## config.mk

```make
export PLATFORM = sky130hd
export DESIGN_NAME = s2c_cordic
export DESIGN_NICKNAME = d
export VERILOG_FILES = /design/src/rtl/s2c_pkg.sv /design/src/rtl/s2c_cordic.sv
export SDC_FILE = /design/constraint.sdc
export NUM_CORES = 2
export LEC_CHECK = 0
export CAP_MARGIN = 0
export CORE_ASPECT_RATIO = 1.1
export CORE_MARGIN = 10
export CORE_UTILIZATION = 65
export CTS_CLUSTER_SIZE = 8
export DETAILED_ROUTE_END_ITERATION = 12
export DONT_BUFFER_PORTS = 1
export PLACE_DENSITY = 0.84
export REMOVE_ABC_BUFFERS = 1
export SLEW_MARGIN = 20
export SYNTH_ARGS = -nofsm -noshare
export SYNTH_HDL_FRONTEND = slang
export SYNTH_SLANG_ARGS = --single-unit
```

## constraint.sdc

```tcl
create_clock -name clk -period 6 [get_ports clk]
set_input_delay 0.3 -clock clk [delete_from_list [all_inputs] [get_ports clk]]
set_output_delay 0.3 -clock clk [all_outputs]
set_load 0.005 [all_outputs]
```

## src/rtl/s2c_pkg.sv

```systemverilog
package s2c_pkg;

    // Field widths
    localparam int DIST_W = 16;
    localparam int ANG_W  = 18;
    localparam int OUT_W  = 17;

    // Q30 trig word and 32-bit binary angle (one turn = 2^32)
    localparam int Q_W        = 32;
    localparam int MAX_STAGES = 24;

    // Angle reduction: 92160 = 2^11 * 45, so the binary angle is
    // floor((ang * 2^21 + 22) / 45) with ang in [0, 92160)
    localparam int TURN_UNITS  = 92160;
    localparam int RED_W       = 17;
    localparam int TURN_DIV    = 45;
    localparam int FRAC_BIAS   = 22;
    localparam int FRAC_W      = 21;
    localparam int QUOT_W      = 11;
    localparam int REM_W       = 6;
    localparam int RECIP_M     = 372828;
    localparam int RECIP_W     = 19;
    localparam int RECIP_SHIFT = 24;
    localparam int ANGLE_LAT   = 3;

    localparam logic signed [Q_W-1:0] GAIN_Q30 = 32'sh26DD_3B6A;
    localparam logic signed [Q_W-1:0] ONE_Q30  = 32'sh4000_0000;

    localparam logic [OUT_W-1:0] OUT_MAX = 17'd65535;

    localparam logic signed [Q_W-1:0] ATAN_TAB [MAX_STAGES] = '{
        32'sh2000_0000, 32'sh12E4_051E, 32'sh09FB_385B, 32'sh0511_11D4,
        32'sh028B_0D43, 32'sh0145_D7E1, 32'sh00A2_F61E, 32'sh0051_7C55,
        32'sh0028_BE53, 32'sh0014_5F2F, 32'sh000A_2F98, 32'sh0005_17CC,
        32'sh0002_8BE6, 32'sh0001_45F3, 32'sh0000_A2FA, 32'sh0000_517D,
        32'sh0000_28BE, 32'sh0000_145F, 32'sh0000_0A30, 32'sh0000_0518,
        32'sh0000_028C, 32'sh0000_0146, 32'sh0000_00A3, 32'sh0000_0051
    };

    typedef logic [FRAC_W-1:0] frac_t;
    typedef frac_t frac_tab_t [2**REM_W];

    // Low binary-angle bits for each remainder of the division by 45
    function automatic frac_tab_t build_frac_tab();
        frac_tab_t tab;
        for (int i = 0; i < 2**REM_W; i++) begin
            if (i < TURN_DIV) begin
                tab[i] = FRAC_W'(((longint'(i) << FRAC_W) + FRAC_BIAS) / TURN_DIV);
            end else begin
                tab[i] = '0;
            end
        end
        return tab;
    endfunction

    localparam frac_tab_t FRAC_TAB = build_frac_tab();

    // Rotation request: residual angle and the half-turn flag
    typedef struct packed {
        logic signed [Q_W-1:0] z;
        logic                  flip;
    } rot_t;

    // Clamped Q30 cosine and sine
    typedef struct packed {
        logic signed [Q_W-1:0] cosv;
        logic signed [Q_W-1:0] sinv;
    } trig_t;

endpackage

```

## src/rtl/s2c_cordic.sv

```systemverilog
module s2c_cordic
    import s2c_pkg::*;
#(
    parameter int STAGES = 16
)
(
    input  logic  clk,
    input  logic  rst_n,
    input  logic  rot_valid,
    input  rot_t  rot,
    output logic  trig_valid,
    output trig_t trig
);

    logic signed [Q_W-1:0] x_reg    [STAGES];
    logic signed [Q_W-1:0] y_reg    [STAGES];
    logic signed [Q_W-1:0] z_reg    [STAGES];
    logic                  flip_reg [STAGES];
    logic                  vld_reg  [STAGES];

    logic signed [Q_W-1:0] cos_raw;
    logic signed [Q_W-1:0] sin_raw;
    trig_t                 trig_next;
    trig_t                 trig_reg;
    logic                  trig_vld_reg;

    function automatic logic signed [Q_W-1:0] clamp_q30(input logic signed [Q_W-1:0] v);
        if (v > ONE_Q30)
        begin
            return ONE_Q30;
        end
        else if (v < -ONE_Q30)
        begin
            return -ONE_Q30;
        end
        return v;
    endfunction

    for (genvar i = 0; i < STAGES; i++)
    begin : g_stage
        logic signed [Q_W-1:0] x_cur;
        logic signed [Q_W-1:0] y_cur;
        logic signed [Q_W-1:0] z_cur;
        logic                  flip_cur;
        logic                  vld_cur;
        logic signed [Q_W-1:0] x_next;
        logic signed [Q_W-1:0] y_next;
        logic signed [Q_W-1:0] z_next;

        if (i == 0)
        begin : g_first
            assign x_cur    = GAIN_Q30;
            assign y_cur    = '0;
            assign z_cur    = rot.z;
            assign flip_cur = rot.flip;
            assign vld_cur  = rot_valid;
        end
        else
        begin : g_rest
            assign x_cur    = x_reg[i-1];
            assign y_cur    = y_reg[i-1];
            assign z_cur    = z_reg[i-1];
            assign flip_cur = flip_reg[i-1];
            assign vld_cur  = vld_reg[i-1];
        end

        // Rotate toward zero residual
        always_comb
        begin
            if (!z_cur[Q_W-1])
            begin
                x_next = x_cur - (y_cur >>> i);
                y_next = y_cur + (x_cur >>> i);
                z_next = z_cur - ATAN_TAB[i];
            end
            else
            begin
                x_next = x_cur + (y_cur >>> i);
                y_next = y_cur - (x_cur >>> i);
                z_next = z_cur + ATAN_TAB[i];
            end
        end

        always_ff @(posedge clk or negedge rst_n)
        begin
            if (!rst_n)
            begin
                vld_reg[i] <= 1'b0;
            end
            else
            begin
                vld_reg[i] <= vld_cur;
            end
        end

        always_ff @(posedge clk)
        begin
            x_reg[i]    <= x_next;
            y_reg[i]    <= y_next;
            z_reg[i]    <= z_next;
            flip_reg[i] <= flip_cur;
        end
    end

    // Undo the half-turn fold, then clamp to +/-1.0
    assign cos_raw = flip_reg[STAGES-1] ? -x_reg[STAGES-1] : x_reg[STAGES-1];
    assign sin_raw = flip_reg[STAGES-1] ? -y_reg[STAGES-1] : y_reg[STAGES-1];

    always_comb
    begin
        trig_next.cosv = clamp_q30(cos_raw);
        trig_next.sinv = clamp_q30(sin_raw);
    end

    always_ff @(posedge clk or negedge rst_n)
    begin
        if (!rst_n)
        begin
            trig_vld_reg <= 1'b0;
        end
        else
        begin
            trig_vld_reg <= vld_reg[STAGES-1];
        end
    end

    always_ff @(posedge clk)
    begin
        trig_reg <= trig_next;
    end

    assign trig_valid = trig_vld_reg;
    assign trig       = trig_reg;

endmodule

```

==> impl_metrics.env <==
export IMPL_rows=156
export IMPL_numCtsBuffers=205
export IMPL_gp_congestion=1.02
export IMPL_start_util_pct=65.2
export IMPL_grt_max_degree=74
export IMPL_status="finished clean"
export IMPL_relSlewSlack_pct=31.5
export IMPL_clock_latency_ns=0.87
export IMPL_dp_hpwl_um=236000
export IMPL_multi_input_area_um2=74600
export IMPL_min_path_type="in -> reg"
export IMPL_clk_path_buf_depth=3
export IMPL_antenna_diode_count=0
export IMPL_worstHoldEndpoint="z_reg[0][29]$_DFF_P_"
export IMPL_postCtsSetupBuffers=0
export IMPL_synthTopCellsByArea="dfxtp_1, ha_1, xnor2_1, a21oi_1, xor2_1"
export IMPL_worst_slew_pin_slew_ns=1.02
export IMPL_whs_path_depth=2
export IMPL_drtIter0Drc=6613
export IMPL_synth_edf_count=0
export IMPL_synth_adder_area_share_pct=17.3
export IMPL_end_kind="flip-flop"
export IMPL_wl_per_cell_um=20.0
export IMPL_dr_pass1_iters=6
export IMPL_synth_mux_area_share_pct=1.10
export IMPL_min_period_ns=5.26
export IMPL_rsz0062_at_grt="no"
export IMPL_viasPerCell=6.20
export IMPL_synth_top_cell_area_share_pct=27.4
export IMPL_synth_compound_area_share_pct=21.9
export IMPL_final_hold_viol_count=0
export IMPL_cts_resized=0
export IMPL_post_place_ws_ns=0.925
export IMPL_fin_crit_sh_pct=87.7
export IMPL_die_area_um2=181000
export IMPL_cts_htree_levels=4
export IMPL_yosys_area_share_simple_pct=14.8
export IMPL_postLayoutCoreUtil_pct=70.6
export IMPL_drc=0
export IMPL_finalSetupViolations=0
export IMPL_fillers=12800
export IMPL_syn2layout_area_growth_pct=8.26
export IMPL_hold_buffers=68
export IMPL_synth_xor_area_share_pct=14.6
export IMPL_die_x_um=407
export IMPL_die_h_um=446
export IMPL_layout_nets=14200
export IMPL_syn_area_um2=107000
export IMPL_r2r_end="x_reg[1][222]$_DFF_P_"
export IMPL_async_reset_ff_share_pct=1.15
export IMPL_core_um2=164000
export IMPL_synth_top_family_by_area="compound AO/OA/AOI/OAI gates"
export IMPL_antenna_found_initial=4
export IMPL_ys_warn_count=0
export IMPL_overflow=0
export IMPL_io_pins=101
export IMPL_synthFlopType="dfxtp_1"
export IMPL_hold_start="rot[30]"
export IMPL_r2r_slack_ns=0.74
export IMPL_fmax_ghz=0.190
export IMPL_clockRootBuffer="clkbuf_16"
export IMPL_fin_ws_ns=0.738
export IMPL_first_global_vias=90400
export IMPL_cts_sinks=1482
export IMPL_slew_viol_final=0
export IMPL_cp_required_ns=6.72
export IMPL_wirelength_um=299000
export IMPL_layout_area_seq_um2=29800
export IMPL_tritoncts="yes"
export IMPL_dr_total_vias=92500
export IMPL_grt_total_usage_pct=31.7
export IMPL_largest_reg_flops=481
export IMPL_ff2ff_path_depth=19
export IMPL_max_cap_viol_count=0
export IMPL_ys_seq_elements=1482
export IMPL_antenna_left=0
export IMPL_syn_inst=12500
export IMPL_cp_max_fo=7
export IMPL_yosys_area_top_type="dfxtp_1"
export IMPL_layout_drive_gt1_share_pct=3.63
export IMPL_setup_tns_ns=0
export IMPL_clk_pin_slew_ns=0.05
export IMPL_port_buffers=0
export IMPL_arrival_ns=5.99
export IMPL_grt_pass1_wl_um=473000
export IMPL_rr_startpoint="y_reg[1][177]$_DFF_P_"
export IMPL_synth_distinct_cells=89
export IMPL_cp_start_kind="flip-flop"
export IMPL_holdWs_ns=0.122
export IMPL_skew_ns=0.0506
export IMPL_seq_area_frac_synth_pct=27.8
export IMPL_syn_area_per_cell_um2=8.55
export IMPL_crit_type="reg -> reg"
layout make-up:
| type | count | share of cell area, % |
|---|---|---|
| multi-input cells | 10300 | 64.4 |
| flip-flops and latches | 1482 | 25.7 |
| clock buffers | 220 | 4.50 |
| well taps | 2212 | 2.39 |
| inverters | 541 | 1.75 |
| repair buffers | 121 | 0.941 |
| clock inverters | 17 | 0.368 |
routing by layer:
layer	global-route usage (%)	vias up	part of all wire, %
li1	-	45200	-
met1	37.0	43400	41
met2	56.2	3046	49
met3	3.95	859	5.1
met4	16.4	4	5.6
met5	0	-	0.0090
layout by cell type (no fill, tap or decap), types with 517 or more instances in the layout:
cell / n
xnor2_1: 1166
a21o_1: 517
o21ai_0: 630
nor2_1: 1094
nand2_1: 585
dfxtp_1: 1449
xor2_1: 614
ha_1: 1412
a21oi_1: 1357
inv_1: 538
synthesized netlist by cell type, types with 109 or more instances:
cell,n
nand3_1,210
o21a_1,231
nand2b_1,233
xor2_1,614
clkbuf_1,135
a21oi_1,1357
nor2_1,1094
nor3_1,331
o21ai_0,630
xnor2_1,1166
o21bai_1,161
dfxtp_1,1465
nor2b_1,151
a21o_1,517
ha_1,1412
inv_1,538
nand2_1,585
a31oi_1,109
a211oi_1,119
cells by family (layout without fill, tap and decap cells):
family / count (synthesis) / count (layout)
XOR/XNOR: 1781 / 1781
buffers and inverters: 716 / 899
adder cells (fa/ha/maj): 1456 / 1456
AND/OR/NAND/NOR: 3267 / 3267
multiplexers: 110 / 110
AO/OA/AOI/OAI: 3716 / 3716
flip-flops: 1482 / 1482
worst max-delay path, stage by stage (launching register included):
cell and delay [ns]:
dfxtp_1 0.36, nor3_1 0.31, nand2b_1 0.17, nor4_1 0.35
nand2_1 0.10, nor2_1 0.19, nand2_1 0.11, o21ai_1 0.56
xnor2_1 0.15, ha_1 0.39, nand4_1 0.20, nor2_1 0.14
o21ai_0 0.09, o21ai_0 0.58, o21ai_0 0.28, a211oi_1 0.43
nor2_1 0.09, o21ai_0 0.36, or4b_2 0.21, nand3_1 0.07
worst max path at each step:
stage,cells past startpoint,slack (ns),start,end
after floorplan,16,0.26,z_reg[0][191]$_DFF_P_,y_reg[0][222]$_DFF_P_
after global placement,20,0.84,y_reg[1][47]$_DFF_P_,x_reg[1][94]$_DFF_P_
after detailed placement,19,0.93,y_reg[1][45]$_DFF_P_,x_reg[1][94]$_DFF_P_
final,19,0.74,y_reg[1][177]$_DFF_P_,x_reg[1][222]$_DFF_P_
after global routing,20,0.31,y_reg[1][47]$_DFF_P_,x_reg[1][94]$_DFF_P_
after CTS,19,0.89,y_reg[1][47]$_DFF_P_,x_reg[1][94]$_DFF_P_
per-stage QoR:
stage | instance area (um2) | cells
finish | 116000 | 14900
global route | 116000 | 14900
CTS | 116000 | 14900
detailed placement | 110000 | 14600
global placement | 110000 | 14600
floorplan | 106000 | 12400
Power is not shown: default switching activity piles up to over one toggle a cycle in this logic, so the estimate is an artifact.
