[src/rtl/s2c_pkg.sv]
package s2c_pkg;

    // Field widths
    localparam int DIST_W = 16;
    localparam int ANG_W  = 18;
    localparam int OUT_W  = 17;

    // Q30 trig word and 32-bit binary angle (one turn = 2^32)
    localparam int Q_W        = 32;
    localparam int MAX_STAGES = 24;

    // Angle reduction: 92160 = 2^11 * 45, so the binary angle is
    // floor((ang * 2^21 + 22) / 45) with ang in [0, 92160)
    localparam int TURN_UNITS  = 92160;
    localparam int RED_W       = 17;
    localparam int TURN_DIV    = 45;
    localparam int FRAC_BIAS   = 22;
    localparam int FRAC_W      = 21;
    localparam int QUOT_W      = 11;
    localparam int REM_W       = 6;
    localparam int RECIP_M     = 372828;
    localparam int RECIP_W     = 19;
    localparam int RECIP_SHIFT = 24;
    localparam int ANGLE_LAT   = 3;

    localparam logic signed [Q_W-1:0] GAIN_Q30 = 32'sh26DD_3B6A;
    localparam logic signed [Q_W-1:0] ONE_Q30  = 32'sh4000_0000;

    localparam logic [OUT_W-1:0] OUT_MAX = 17'd65535;

    localparam logic signed [Q_W-1:0] ATAN_TAB [MAX_STAGES] = '{
        32'sh2000_0000, 32'sh12E4_051E, 32'sh09FB_385B, 32'sh0511_11D4,
        32'sh028B_0D43, 32'sh0145_D7E1, 32'sh00A2_F61E, 32'sh0051_7C55,
        32'sh0028_BE53, 32'sh0014_5F2F, 32'sh000A_2F98, 32'sh0005_17CC,
        32'sh0002_8BE6, 32'sh0001_45F3, 32'sh0000_A2FA, 32'sh0000_517D,
        32'sh0000_28BE, 32'sh0000_145F, 32'sh0000_0A30, 32'sh0000_0518,
        32'sh0000_028C, 32'sh0000_0146, 32'sh0000_00A3, 32'sh0000_0051
    };

    typedef logic [FRAC_W-1:0] frac_t;
    typedef frac_t frac_tab_t [2**REM_W];

    // Low binary-angle bits for each remainder of the division by 45
    function automatic frac_tab_t build_frac_tab();
        frac_tab_t tab;
        for (int i = 0; i < 2**REM_W; i++) begin
            if (i < TURN_DIV) begin
                tab[i] = FRAC_W'(((longint'(i) << FRAC_W) + FRAC_BIAS) / TURN_DIV);
            end else begin
                tab[i] = '0;
            end
        end
        return tab;
    endfunction

    localparam frac_tab_t FRAC_TAB = build_frac_tab();

    // Rotation request: residual angle and the half-turn flag
    typedef struct packed {
        logic signed [Q_W-1:0] z;
        logic                  flip;
    } rot_t;

    // Clamped Q30 cosine and sine
    typedef struct packed {
        logic signed [Q_W-1:0] cosv;
        logic signed [Q_W-1:0] sinv;
    } trig_t;

endpackage

[src/rtl/s2c_angle.sv]
module s2c_angle
    import s2c_pkg::*;
(
    input  logic                    clk,
    input  logic                    rst_n,
    input  logic                    valid,
    input  logic signed [ANG_W-1:0] angle,
    output logic                    rot_valid,
    output rot_t                    rot
);

    localparam logic signed [19:0] TURN_S = 20'(TURN_UNITS);

    logic signed [19:0]        a_ext;
    logic signed [19:0]        a_red;
    logic [RED_W-1:0]          ang1_next;
    logic [RED_W-1:0]          ang1_reg;
    logic                      vld1_reg;
    logic [RED_W+RECIP_W-1:0]  quot_prod;
    logic [QUOT_W-1:0]         quot2_next;
    logic [QUOT_W-1:0]         quot2_reg;
    logic [RED_W-1:0]          ang2_reg;
    logic                      vld2_reg;
    logic [RED_W-1:0]          rem_full;
    logic [Q_W-1:0]            bang;
    logic                      flip;
    rot_t                      rot_next;
    rot_t                      rot_reg;
    logic                      vld3_reg;

    // Stage 1: wrap into [0, 360) degrees
    always_comb
    begin
        a_ext = 20'(angle);
        if (a_ext >= TURN_S)
        begin
            a_red = a_ext - TURN_S;
        end
        else if (a_ext >= 0)
        begin
            a_red = a_ext;
        end
        else if (a_ext >= -TURN_S)
        begin
            a_red = a_ext + TURN_S;
        end
        else
        begin
            a_red = a_ext + (TURN_S <<< 1);
        end
        ang1_next = a_red[RED_W-1:0];
    end

    // Stage 2: quotient by 45 through the reciprocal (exact below 92160)
    assign quot_prod  = (RED_W+RECIP_W)'(ang1_reg) * (RED_W+RECIP_W)'(RECIP_M);
    assign quot2_next = quot_prod[RECIP_SHIFT +: QUOT_W];

    // Stage 3: remainder picks the low binary-angle bits; fold the left half-plane
    assign rem_full = ang2_reg - RED_W'(RED_W'(quot2_reg) * RED_W'(TURN_DIV));
    assign bang     = {quot2_reg, FRAC_TAB[rem_full[REM_W-1:0]]};
    assign flip     = bang[Q_W-1] ^ bang[Q_W-2];

    always_comb
    begin
        rot_next.z    = signed'(bang ^ {flip, {(Q_W-1){1'b0}}});
        rot_next.flip = flip;
    end

    always_ff @(posedge clk or negedge rst_n)
    begin
        if (!rst_n)
        begin
            vld1_reg <= 1'b0;
            vld2_reg <= 1'b0;
            vld3_reg <= 1'b0;
        end
        else
        begin
            vld1_reg <= valid;
            vld2_reg <= vld1_reg;
            vld3_reg <= vld2_reg;
        end
    end

    always_ff @(posedge clk)
    begin
        ang1_reg  <= ang1_next;
        quot2_reg <= quot2_next;
        ang2_reg  <= ang1_reg;
        rot_reg   <= rot_next;
    end

    assign rot_valid = vld3_reg;
    assign rot       = rot_reg;

`ifndef SYNTHESIS
    a_rem_below_div: assert property (@(posedge clk) disable iff (!rst_n)
        vld2_reg |-> (rem_full < RED_W'(TURN_DIV)))
        else $error("angle remainder out of range");

    a_rot_in_range: assert property (@(posedge clk) disable iff (!rst_n)
        rot_valid |-> ((rot.z >= -ONE_Q30) && (rot.z < ONE_Q30)))
        else $error("folded angle outside +/-90 degrees");
`endif

endmodule

[config.mk]
export PLATFORM = sky130hd
export DESIGN_NAME = s2c_angle
export DESIGN_NICKNAME = d
export VERILOG_FILES = /design/src/rtl/s2c_pkg.sv /design/src/rtl/s2c_angle.sv
export SDC_FILE = /design/constraint.sdc
export NUM_CORES = 1
export LEC_CHECK = 0
export BUFFER_PORTS_ARGS = -buffer_cell sky130_fd_sc_hd__buf_2
export CORE_ASPECT_RATIO = 1.5
export CORE_MARGIN = 8
export CORE_UTILIZATION = 60
export CTS_BUF_LIST = sky130_fd_sc_hd__clkbuf_4 sky130_fd_sc_hd__clkbuf_8
export DETAILED_ROUTE_END_ITERATION = 10
export PLACE_DENSITY = 0.91
export RECOVER_POWER = 50
export SLEW_MARGIN = 40
export SYNTH_ARGS = -nofsm -noshare
export SYNTH_HDL_FRONTEND = slang
export SYNTH_SLANG_ARGS = --single-unit
export TNS_END_PERCENT = 5
[constraint.sdc]
create_clock -name clk -period 7.7 [get_ports clk]
set_input_delay 0.77 -clock clk [delete_from_list [all_inputs] [get_ports clk]]
set_output_delay 0.77 -clock clk [all_outputs]
set_load 0.03 [all_outputs]
==> results of run 1 <==
routing by layer:
metal	up-vias	global-route usage	wire [µm]
met4	0	0.150	1250
met1	3151	0.217	6970
met5	-	0	0
met3	82	0.0464	1040
met2	251	0.435	10700
li1	3053	-	-
through the flow:
stage / setup WS (ps) / cell area [µm²] / std cells / utilization
final: 2190 / 8790 / 1108 / 0.652
after global routing: 1980 / 8790 / 1108 / 0.652
after CTS: 2250 / 8780 / 1107 / 0.652
after detailed placement: 2310 / 8570 / 1091 / 0.636
after global placement: 2380 / 8550 / 1091 / 0.635
after floorplan: 2670 / 8260 / 900 / -
cells by family (layout without fill, tap and decap cells):
kind of cell / Yosys count / after routing / synth area share
mux: 3 / 3 / 0.00379
xor+xnor: 33 / 33 / 0.0359
compound gates: 189 / 189 / 0.157
simple gates: 128 / 128 / 0.0735
fa+ha+maj: 241 / 241 / 0.446
flops: 66 / 66 / 0.162
buf+inv: 240 / 286 / 0.122
cell type report:
cell class	instances	area, µm²	area share
Clock buffer	11	151	0.0172
Timing Repair Buffer	58	297	0.0337
Sequential cell	66	1340	0.152
Tap cell	162	203	0.0231
Inverter	212	796	0.0906
Clock inverter	5	60.1	0.00683
Multi-Input combinational cell	594	5940	0.676
cells in the final DEF (no fill, tap or decap), types with 4 or more instances in the layout:
cell and n:
sky130_fd_sc_hd__o221ai_1 4, sky130_fd_sc_hd__dfxtp_1 63, sky130_fd_sc_hd__a21o_1 14, sky130_fd_sc_hd__inv_1 212
sky130_fd_sc_hd__or3_1 4, sky130_fd_sc_hd__nor2b_1 5, sky130_fd_sc_hd__fa_1 89, sky130_fd_sc_hd__o211ai_1 6
sky130_fd_sc_hd__o21ai_0 37, sky130_fd_sc_hd__buf_2 35, sky130_fd_sc_hd__a21oi_1 49, sky130_fd_sc_hd__o31ai_1 5
sky130_fd_sc_hd__clkbuf_8 11, sky130_fd_sc_hd__o21bai_1 5, sky130_fd_sc_hd__nand3_1 12, sky130_fd_sc_hd__xor2_1 10
sky130_fd_sc_hd__clkbuf_1 19, sky130_fd_sc_hd__nor3_1 14, sky130_fd_sc_hd__a211oi_1 10, sky130_fd_sc_hd__nand4_1 6
sky130_fd_sc_hd__xnor2_1 19, sky130_fd_sc_hd__ha_1 151, sky130_fd_sc_hd__nor4_1 5, sky130_fd_sc_hd__nand2_1 41
sky130_fd_sc_hd__nor2_1 28, sky130_fd_sc_hd__o22ai_1 8, sky130_fd_sc_hd__a31oi_1 6
critical path, cell delays in order, from the launching register on:
cell,delay (ps)
sky130_fd_sc_hd__dfxtp_1,460
sky130_fd_sc_hd__ha_1,340
sky130_fd_sc_hd__xor2_1,170
sky130_fd_sc_hd__ha_1,280
sky130_fd_sc_hd__inv_1,70
sky130_fd_sc_hd__fa_1,530
sky130_fd_sc_hd__inv_1,50
sky130_fd_sc_hd__fa_1,520
sky130_fd_sc_hd__inv_1,50
sky130_fd_sc_hd__fa_1,500
sky130_fd_sc_hd__fa_1,550
sky130_fd_sc_hd__inv_1,50
sky130_fd_sc_hd__ha_1,330
sky130_fd_sc_hd__a21oi_1,160
sky130_fd_sc_hd__nor2_1,80
sky130_fd_sc_hd__a2111oi_0,330
sky130_fd_sc_hd__o21ai_0,120
sky130_fd_sc_hd__nor2_1,300
sky130_fd_sc_hd__nor4_1,90
sky130_fd_sc_hd__o41a_1,380
final timing paths:
kind / from / depth (start not counted) / end
max in group asynchronous: rst_n / 1 / rot_valid
min reg2reg: quot2_reg[8] / 0 / rot[30]
min: rst_n / 1 / vld2_reg
min in group clk: quot2_reg[8] / 0 / rot[30]
max: ang1_reg[3] / 19 / quot2_reg[8]
max reg2reg: ang1_reg[3] / 19 / quot2_reg[8]
==> flow_results.xml, run 1 <==
<?xml version="1.0" encoding="UTF-8"?>
<metrics>
  <group name="timing">
    <metric name="setup_violations" unit="">0</metric>
    <metric name="worst-slew-pin-transition" unit="ps">845</metric>
    <metric name="grt_setup_unrepaired" unit="">no</metric>
    <metric name="post-route-period-util" unit="">0.715</metric>
    <metric name="post-route-min-period" unit="ps">5510</metric>
    <metric name="finClkSkew" unit="ps">14.3</metric>
    <metric name="timing.max_slew.rel_slack" unit="">0.434</metric>
    <metric name="highest_clock_rate" unit="MHz">182</metric>
    <metric name="total_count_of_max_transition_violations_in_the_final_report" unit="">0</metric>
    <metric name="final_number_of_hold_violating_endpoints" unit="">0</metric>
    <metric name="fin_tns_setup" unit="ps">0</metric>
    <metric name="fin_worst_hold_slack" unit="ps">189</metric>
  </group>
  <group name="finish">
    <metric name="largest_register_ffs" unit="">29</metric>
    <metric name="post_route_cells_drive_above_1_share" unit="">0.0856</metric>
    <metric name="layout-area-overhead-vs-synth" unit="%">6.44</metric>
    <metric name="antenna_cells_inserted" unit="">0</metric>
    <metric name="final_nets" unit="">1202</metric>
    <metric name="fill_cells" unit="">1034</metric>
  </group>
  <group name="synthesis">
    <metric name="synth-async-reset-ratio" unit="">0.0455</metric>
    <metric name="yosys.cell_count.top_type" unit="">sky130_fd_sc_hd__inv_1</metric>
    <metric name="synth_area_leader_cell" unit="">sky130_fd_sc_hd__ha_1</metric>
    <metric name="share_of_the_yosys_chip_area_belonging_to_registers" unit="">0.162</metric>
    <metric name="synth_enable_flop_cells" unit="">0</metric>
    <metric name="ys_dominant_reg_cell" unit="">sky130_fd_sc_hd__dfxtp_1</metric>
    <metric name="syn_area" unit="µm²">8260</metric>
    <metric name="post_synth.cell_area_avg" unit="µm²">9.17</metric>
    <metric name="number_of_flip_flops_and_latches_in_the_synthesized_netlist" unit="">66</metric>
    <metric name="synthTopCellsByCount" unit="">sky130_fd_sc_hd__inv_1, sky130_fd_sc_hd__ha_1, sky130_fd_sc_hd__fa_1, sky130_fd_sc_hd__dfxtp_1, sky130_fd_sc_hd__a21oi_1</metric>
    <metric name="post_synthesis_net_count" unit="">1161</metric>
    <metric name="synth_largest_type_area_fraction" unit="">0.229</metric>
    <metric name="synth_instances" unit="">900</metric>
    <metric name="ys.warnings.count" unit="">0</metric>
    <metric name="ys_top_cells_by_area" unit="">sky130_fd_sc_hd__ha_1, sky130_fd_sc_hd__fa_1, sky130_fd_sc_hd__dfxtp_1, sky130_fd_sc_hd__inv_1, sky130_fd_sc_hd__a21oi_1</metric>
    <metric name="synth.lib_cells_used.distinct" unit="">71</metric>
  </group>
  <group name="critical_path">
    <metric name="cp_data_required_time" unit="ps">7940</metric>
    <metric name="rrSetupSlack" unit="ps">2190</metric>
    <metric name="endpoint_type_of_the_worst_setup_path" unit="">flip-flop</metric>
    <metric name="crit_path_max_fanout" unit="">6</metric>
    <metric name="critPathKind" unit="">reg2reg</metric>
    <metric name="critPathArrivalTime" unit="ps">5750</metric>
    <metric name="worst_setup_path_start_kind" unit="">flip-flop</metric>
  </group>
  <group name="place">
    <metric name="gpl.final_weighted_congestion" unit="">0.964</metric>
    <metric name="half_perimeter_wire_length_of_the_detailed_placement_result" unit="µm">16400</metric>
    <metric name="portBuffers" unit="">54</metric>
  </group>
  <group name="grt">
    <metric name="overflow" unit="">0</metric>
    <metric name="via_count_of_the_first_global_routing_pass" unit="">6923</metric>
    <metric name="grt_antenna_before_repair" unit="">0</metric>
    <metric name="grt_first_pass_wirelength" unit="µm">32700</metric>
    <metric name="largest_net_degree_at_the_start_of_global_routing" unit="">42</metric>
    <metric name="total_routing_usage_gr" unit="">0.229</metric>
  </group>
  <group name="cts">
    <metric name="clock_slew_seen_by_the_registers_of_the_worst_setup_and_hold_paths" unit="ps">80</metric>
    <metric name="cts_max_level" unit="">3</metric>
    <metric name="post-cts-setup-buffer-count" unit="">0</metric>
    <metric name="insertion_delay" unit="ps">370</metric>
    <metric name="cts.repair.resized" unit="">0</metric>
    <metric name="cts_hold_buf" unit="">0</metric>
    <metric name="cts_sinks" unit="">66</metric>
    <metric name="cts_tree" unit="">built</metric>
    <metric name="clock_path_buffers" unit="">2</metric>
    <metric name="cts.root.buffer_cell" unit="">sky130_fd_sc_hd__clkbuf_8</metric>
    <metric name="tritoncts.num_buffers" unit="">9</metric>
  </group>
  <group name="min_path">
    <metric name="holdCritPathClass" unit="">in2async</metric>
  </group>
  <group name="status">
    <metric name="status" unit="">finished, final reports clean</metric>
  </group>
  <group name="floorplanning">
    <metric name="dieHeight" unit="µm">160</metric>
    <metric name="boundaryPins" unit="">55</metric>
    <metric name="rows" unit="">52</metric>
    <metric name="floorplan.initialDensity" unit="">0.613</metric>
    <metric name="die_x" unit="µm">112</metric>
    <metric name="placeable_core_area" unit="µm²">13500</metric>
    <metric name="full_die_area" unit="µm²">17800</metric>
  </group>
  <group name="routing">
    <metric name="ant_nets" unit="">0</metric>
    <metric name="finalWirelength" unit="µm">19900</metric>
    <metric name="drt_iter0_markers" unit="">309</metric>
    <metric name="drc" unit="">0</metric>
    <metric name="first_pass_iters" unit="">5</metric>
    <metric name="vias" unit="">6537</metric>
    <metric name="route.detailed.vias_per_inst" unit="">5.90</metric>
    <metric name="wirelength_per_cell" unit="µm">18.0</metric>
  </group>
  <group name="flow_run">
    <metric name="max-cap-violations" unit="">0</metric>
  </group>
</metrics>
Power of run 1 is left out: the tool's default activity adds up to more than one toggle a clock period on the data nets, which glitch-free logic cannot reach.
==> inputs of run 2 (changes only) <==
clock period = 5.2 ns   (was 7.7 ns; I/O delays follow)
==> run 2 against run 1 <==
Effect of this change:
- count of clock-buffer cells in the layout is the same
- flip-flop and latch count unchanged
- final area is 7.2% higher
- critical path type unchanged
- global-route usage up 0.61 points
- sequential share of layout area down 0.79 points
- cell count grew 3.9%
- the run now ends with setup timing left
- critical endpoint is now quot2_reg[4]
- non-clock buffer count is 44 higher
- hold slack better by 66 ps
- wire length rose by 10%
- register-to-register slack worse by 2200 ps
==> flow_results.xml, run 2 (synthesis results as in run 1) <==
<?xml version="1.0" encoding="UTF-8"?>
<metrics>
  <group name="routing">
    <metric name="finalWirelength" unit="µm">21900</metric>
    <metric name="route.detailed.vias_per_inst" unit="">5.98</metric>
    <metric name="ant_nets" unit="">0</metric>
    <metric name="vias" unit="">6880</metric>
    <metric name="wirelength_per_cell" unit="µm">19.0</metric>
    <metric name="drt_iter0_markers" unit="">354</metric>
    <metric name="drc" unit="">0</metric>
    <metric name="first_pass_iters" unit="">5</metric>
  </group>
  <group name="timing">
    <metric name="timing.max_slew.rel_slack" unit="">0.446</metric>
    <metric name="worst-slew-pin-transition" unit="ps">826</metric>
    <metric name="post-route-min-period" unit="ps">5240</metric>
    <metric name="final.setup.worst_slack" unit="ps">-42.6</metric>
    <metric name="total_count_of_max_transition_violations_in_the_final_report" unit="">0</metric>
    <metric name="post-route-period-util" unit="">1.01</metric>
    <metric name="final_number_of_hold_violating_endpoints" unit="">0</metric>
    <metric name="finClkSkew" unit="ps">8.70</metric>
    <metric name="fin_tns_setup" unit="ps">-82.0</metric>
    <metric name="highest_clock_rate" unit="MHz">191</metric>
    <metric name="grt_setup_unrepaired" unit="">yes</metric>
    <metric name="fin_worst_hold_slack" unit="ps">255</metric>
    <metric name="setup_violations" unit="">2</metric>
  </group>
  <group name="critical_path">
    <metric name="rrSetupSlack" unit="ps">-40</metric>
    <metric name="endpoint_type_of_the_worst_setup_path" unit="">flip-flop</metric>
    <metric name="crit_path_max_incr_delay" unit="ps">600</metric>
    <metric name="crit_slowest_cell" unit="">sky130_fd_sc_hd__fa_1</metric>
    <metric name="critical_path.startpoint" unit="">ang1_reg[5]</metric>
    <metric name="ff2ff_path_depth" unit="">20</metric>
    <metric name="worst_setup_path_start_kind" unit="">flip-flop</metric>
    <metric name="crit_end" unit="">quot2_reg[4]</metric>
    <metric name="critPathKind" unit="">reg2reg</metric>
    <metric name="critPathArrivalTime" unit="ps">5540</metric>
    <metric name="critical_path.cell_chain" unit="">ha_4 &gt; inv_4 &gt; fa_1 &gt; fa_1 &gt; inv_2 &gt; fa_2 &gt; inv_2 &gt; fa_2 &gt; fa_1 &gt; inv_2 &gt; ha_4 &gt; nand4_1 &gt; buf_4 &gt; nor3_4 &gt; o21ai_2 &gt; nor2_4 &gt; nor2_4 &gt; buf_6 &gt; o31ai_4 &gt; xor2_1</metric>
    <metric name="crit_path_max_fanout" unit="">4</metric>
    <metric name="cp_data_required_time" unit="ps">5490</metric>
    <metric name="worst_r2r_endpoint" unit="">quot2_reg[4]</metric>
    <metric name="timing.rr.start" unit="">ang1_reg[5]</metric>
  </group>
  <group name="place">
    <metric name="gpl.final_weighted_congestion" unit="">1.01</metric>
    <metric name="placedInstanceArea" unit="µm²">8850</metric>
    <metric name="half_perimeter_wire_length_of_the_detailed_placement_result" unit="µm">16900</metric>
    <metric name="preCtsSetupSlack" unit="ps">-419</metric>
    <metric name="portBuffers" unit="">54</metric>
  </group>
  <group name="grt">
    <metric name="total_routing_usage_gr" unit="">0.235</metric>
    <metric name="grt_first_pass_wirelength" unit="µm">33600</metric>
    <metric name="grt_antenna_before_repair" unit="">0</metric>
    <metric name="largest_net_degree_at_the_start_of_global_routing" unit="">42</metric>
    <metric name="via_count_of_the_first_global_routing_pass" unit="">7248</metric>
    <metric name="overflow" unit="">0</metric>
  </group>
  <group name="status">
    <metric name="violations" unit="">setup timing</metric>
    <metric name="status" unit="">finished with violations</metric>
  </group>
  <group name="flow_run">
    <metric name="max-cap-violations" unit="">0</metric>
  </group>
  <group name="floorplanning">
    <metric name="dieHeight" unit="µm">160</metric>
    <metric name="die_x" unit="µm">112</metric>
    <metric name="rows" unit="">52</metric>
    <metric name="boundaryPins" unit="">55</metric>
    <metric name="floorplan.initialDensity" unit="">0.613</metric>
    <metric name="placeable_core_area" unit="µm²">13500</metric>
    <metric name="full_die_area" unit="µm²">17800</metric>
  </group>
  <group name="cts">
    <metric name="cts.root.buffer_cell" unit="">sky130_fd_sc_hd__clkbuf_8</metric>
    <metric name="tritoncts.num_buffers" unit="">9</metric>
    <metric name="cts_tree" unit="">built</metric>
    <metric name="cts_sinks" unit="">66</metric>
    <metric name="clock_path_buffers" unit="">2</metric>
    <metric name="cts_max_level" unit="">3</metric>
    <metric name="clock_slew_seen_by_the_registers_of_the_worst_setup_and_hold_paths" unit="ps">80</metric>
    <metric name="insertion_delay" unit="ps">370</metric>
  </group>
  <group name="finish">
    <metric name="layout.cells.most_common_list" unit="">sky130_fd_sc_hd__inv_1, sky130_fd_sc_hd__ha_1, sky130_fd_sc_hd__fa_1</metric>
    <metric name="largest_register_ffs" unit="">29</metric>
    <metric name="post_route_cells_drive_above_1_share" unit="">0.187</metric>
    <metric name="antenna_cells_inserted" unit="">0</metric>
    <metric name="layout-area-overhead-vs-synth" unit="%">14.2</metric>
    <metric name="leading_cell_type_in_the_layout_fill_and_taps_excluded" unit="">sky130_fd_sc_hd__inv_1</metric>
    <metric name="fill_cells" unit="">934</metric>
    <metric name="final_nets" unit="">1246</metric>
    <metric name="postLayoutCellArea" unit="µm²">9420</metric>
  </group>
  <group name="min_path">
    <metric name="holdCritPathClass" unit="">in2reg</metric>
  </group>
</metrics>
run 2: critical path, delay by kind of cell (launching register included):
family          cells  cell delay [ps]
fa+ha+maj           7             3170
simple gates        4              560
buf+inv             6              520
flops               1              380
compound gates      2              350
xor+xnor            1              180
run 2: timing repair:
item,in CTS,in global routing
endpoints found under the hold margin,3,0
setup endpoints to repair,10,9
buffers inserted,1,5
pin swaps,12,26
gates resized for setup,26,38
hold buffers,1,0
run 2: how the worst min path moves through the flow:
stage               slack [ps]   endpoint         start  depth (start not counted)
finish                     250   vld1_reg         valid                          1
global route               250   vld1_reg         valid                          1
CTS                        250   vld1_reg         valid                          1
detailed placement         310    rot[29]  quot2_reg[7]                          0
global placement           310   vld2_reg         rst_n                          1
floorplan                  220  rot_valid         rst_n                          0
run 2: layout make-up:
type	count	area, µm²	share of cell area
multi-input cells	594	6180	0.656
flip-flops and latches	66	1360	0.144
inverters	212	802	0.0851
repair buffers	102	657	0.0697
well taps	162	203	0.0215
clock buffers	11	145	0.0154
clock inverters	4	76.3	0.00810
run 2: per-layer routing:
metal / vias to the layer above / track usage / share of wire / wire, µm
li1: 3155 / - / - / -
met1: 3301 / 0.213 / 0.34 / 7400
met2: 305 / 0.449 / 0.53 / 11500
met3: 119 / 0.0400 / 0.055 / 1200
met4: 0 / 0.187 / 0.081 / 1770
met5: - / 0 / 0 / 0
run 2: metrics by stage:
stage,std cells,utilization
global placement,1128,0.656
detailed placement,1128,0.657
CTS,1145,0.684
global route,1151,0.700
floorplan,900,-
finish,1151,0.700
Power of run 2 is left out for the same reason.
==> inputs of run 3 (changes only) <==
REMOVE_ABC_BUFFERS = 1   (was unset)
clock period = 6.6 ns   (was 5.2 ns; I/O delays follow)
==> run 3 against run 2 <==
Effect of this change:
- the run now ends clean
- utilization down 4.6 points
- fmax down 8.5%
- sequential share of layout area up 0.76 points
- critical path depth down 2
- largest cell class unchanged
==> flow_results.xml, run 3 (synthesis results as in run 1) <==
<?xml version="1.0" encoding="UTF-8"?>
<metrics>
  <group name="critical_path">
    <metric name="worst_setup_path_start_kind" unit="">flip-flop</metric>
    <metric name="path_buf_inv" unit="">4</metric>
    <metric name="timing.rr.start" unit="">ang1_reg[4]</metric>
    <metric name="crit_path_max_incr_delay" unit="ps">630</metric>
    <metric name="critical_path.cell_chain" unit="">ha_1 &gt; inv_1 &gt; fa_1 &gt; fa_1 &gt; inv_1 &gt; fa_1 &gt; inv_1 &gt; fa_1 &gt; fa_1 &gt; inv_1 &gt; ha_1 &gt; nand4_1 &gt; nor2_1 &gt; a2111oi_0 &gt; o21ai_0 &gt; nor2_1 &gt; nor4_1 &gt; o41a_1</metric>
    <metric name="ff2ff_path_depth" unit="">18</metric>
    <metric name="endpoint_type_of_the_worst_setup_path" unit="">flip-flop</metric>
    <metric name="critPathKind" unit="">reg2reg</metric>
    <metric name="crit_slowest_cell" unit="">sky130_fd_sc_hd__fa_1</metric>
    <metric name="crit_path_max_fanout" unit="">6</metric>
    <metric name="worst_path_most_repeated_cell" unit="">sky130_fd_sc_hd__fa_1</metric>
    <metric name="critPathArrivalTime" unit="ps">5970</metric>
    <metric name="path_delay_family" unit="">adder cells</metric>
    <metric name="cp_data_required_time" unit="ps">6840</metric>
    <metric name="rrSetupSlack" unit="ps">870</metric>
    <metric name="worst_r2r_endpoint" unit="">quot2_reg[8]</metric>
  </group>
  <group name="timing">
    <metric name="post-route-period-util" unit="">0.868</metric>
    <metric name="grt_setup_unrepaired" unit="">no</metric>
    <metric name="total_count_of_max_transition_violations_in_the_final_report" unit="">0</metric>
    <metric name="fin_tns_setup" unit="ps">0</metric>
    <metric name="final_number_of_hold_violating_endpoints" unit="">0</metric>
    <metric name="post-route-min-period" unit="ps">5730</metric>
    <metric name="timing.max_slew.rel_slack" unit="">0.442</metric>
    <metric name="highest_clock_rate" unit="MHz">175</metric>
    <metric name="setup_violations" unit="">0</metric>
    <metric name="worst-slew-pin-transition" unit="ps">832</metric>
    <metric name="finClkSkew" unit="ps">15.5</metric>
  </group>
  <group name="finish">
    <metric name="postLayoutCellArea" unit="µm²">8800</metric>
    <metric name="leading_cell_type_in_the_layout_fill_and_taps_excluded" unit="">sky130_fd_sc_hd__inv_1</metric>
    <metric name="largest_register_ffs" unit="">29</metric>
    <metric name="antenna_cells_inserted" unit="">0</metric>
    <metric name="layout.cells.most_common_list" unit="">sky130_fd_sc_hd__inv_1, sky130_fd_sc_hd__ha_1, sky130_fd_sc_hd__fa_1</metric>
    <metric name="final_nets" unit="">1202</metric>
    <metric name="layout-area-overhead-vs-synth" unit="%">6.65</metric>
    <metric name="post_route_cells_drive_above_1_share" unit="">0.0856</metric>
  </group>
  <group name="cts">
    <metric name="cts_sinks" unit="">66</metric>
    <metric name="insertion_delay" unit="ps">370</metric>
    <metric name="cts.repair.resized" unit="">0</metric>
    <metric name="cts.root.buffer_cell" unit="">sky130_fd_sc_hd__clkbuf_8</metric>
    <metric name="clock_path_buffers" unit="">2</metric>
    <metric name="cts_max_level" unit="">3</metric>
    <metric name="post-cts-setup-buffer-count" unit="">0</metric>
    <metric name="cts_tree" unit="">built</metric>
    <metric name="tritoncts.num_buffers" unit="">9</metric>
    <metric name="clock_slew_seen_by_the_registers_of_the_worst_setup_and_hold_paths" unit="ps">80</metric>
    <metric name="cts_hold_buf" unit="">0</metric>
  </group>
  <group name="floorplanning">
    <metric name="floorplan.initialDensity" unit="">0.613</metric>
    <metric name="rows" unit="">52</metric>
    <metric name="dieHeight" unit="µm">160</metric>
    <metric name="die_x" unit="µm">112</metric>
    <metric name="placeable_core_area" unit="µm²">13500</metric>
    <metric name="boundaryPins" unit="">55</metric>
    <metric name="full_die_area" unit="µm²">17800</metric>
  </group>
  <group name="routing">
    <metric name="wirelength_per_cell" unit="µm">18.1</metric>
    <metric name="route.detailed.vias_per_inst" unit="">5.92</metric>
    <metric name="finalWirelength" unit="µm">20000</metric>
    <metric name="drc" unit="">0</metric>
    <metric name="drt_iter0_markers" unit="">414</metric>
    <metric name="vias" unit="">6563</metric>
    <metric name="first_pass_iters" unit="">5</metric>
    <metric name="ant_nets" unit="">0</metric>
  </group>
  <group name="place">
    <metric name="portBuffers" unit="">54</metric>
    <metric name="gpl.final_weighted_congestion" unit="">0.967</metric>
    <metric name="placedInstanceArea" unit="µm²">8560</metric>
    <metric name="half_perimeter_wire_length_of_the_detailed_placement_result" unit="µm">16700</metric>
  </group>
  <group name="grt">
    <metric name="via_count_of_the_first_global_routing_pass" unit="">7025</metric>
    <metric name="overflow" unit="">0</metric>
    <metric name="largest_net_degree_at_the_start_of_global_routing" unit="">42</metric>
    <metric name="grt_antenna_before_repair" unit="">0</metric>
    <metric name="total_routing_usage_gr" unit="">0.231</metric>
    <metric name="grt_first_pass_wirelength" unit="µm">32900</metric>
  </group>
  <group name="flow_run">
    <metric name="max-cap-violations" unit="">0</metric>
  </group>
  <group name="min_path">
    <metric name="holdCritPathClass" unit="">in2async</metric>
  </group>
  <group name="status">
    <metric name="status" unit="">finished, final reports clean</metric>
  </group>
</metrics>
[run 3: metrics by stage]
step                      setup WS [ps]  utilization  instances  hold slack (ps)
after floorplan                    1570            -        872              310
after global placement             1210        0.635       1091              310
after detailed placement           1080        0.636       1091              319
after CTS                           959        0.654       1107             63.6
after global routing                646        0.654       1108             88.6
final                               873        0.654       1108             81.9
[run 3: worst reg2reg max path: stages (launching register included)]
cell and delay, ps:
sky130_fd_sc_hd__dfxtp_1 490, sky130_fd_sc_hd__ha_1 330, sky130_fd_sc_hd__inv_1 100, sky130_fd_sc_hd__fa_1 490, sky130_fd_sc_hd__fa_1 630, sky130_fd_sc_hd__inv_1 100, sky130_fd_sc_hd__fa_1 570, sky130_fd_sc_hd__inv_1 70
sky130_fd_sc_hd__fa_1 520, sky130_fd_sc_hd__fa_1 550, sky130_fd_sc_hd__inv_1 40, sky130_fd_sc_hd__ha_1 330, sky130_fd_sc_hd__nand4_1 150, sky130_fd_sc_hd__nor2_1 60, sky130_fd_sc_hd__a2111oi_0 260, sky130_fd_sc_hd__o21ai_0 120
sky130_fd_sc_hd__nor2_1 300, sky130_fd_sc_hd__nor4_1 100, sky130_fd_sc_hd__o41a_1 380
[run 3: metal layers]
layer / share of wire / wire, µm / GRT usage
met5: 0 / 0 / 0
met2: 0.53 / 10600 / 0.433
met4: 0.082 / 1630 / 0.191
met3: 0.048 / 968 / 0.0419
met1: 0.34 / 6820 / 0.210
[run 3: layout make-up]
type | instances | area (µm²)
clock buffer | 11 | 139
clock inverter | 5 | 103
fill | 1045 | 4660
inverter | 212 | 796
multi-input combinational | 594 | 5940
sequential | 66 | 1340
tap | 162 | 203
timing repair buffer | 58 | 284
[run 3: worst max path at each step]
stage | startpoint | depth (start not counted) | slack [ps] | to
floorplan | ang1_reg[7] | 18 | 1570 | quot2_reg[8]
global placement | ang1_reg[6] | 17 | 1210 | quot2_reg[9]
global route | ang1_reg[7] | 18 | 650 | quot2_reg[8]
detailed placement | ang1_reg[6] | 17 | 1080 | quot2_reg[8]
finish | ang1_reg[4] | 18 | 870 | quot2_reg[8]
CTS | ang1_reg[7] | 18 | 960 | quot2_reg[8]
Power of run 3 is left out for the same reason.
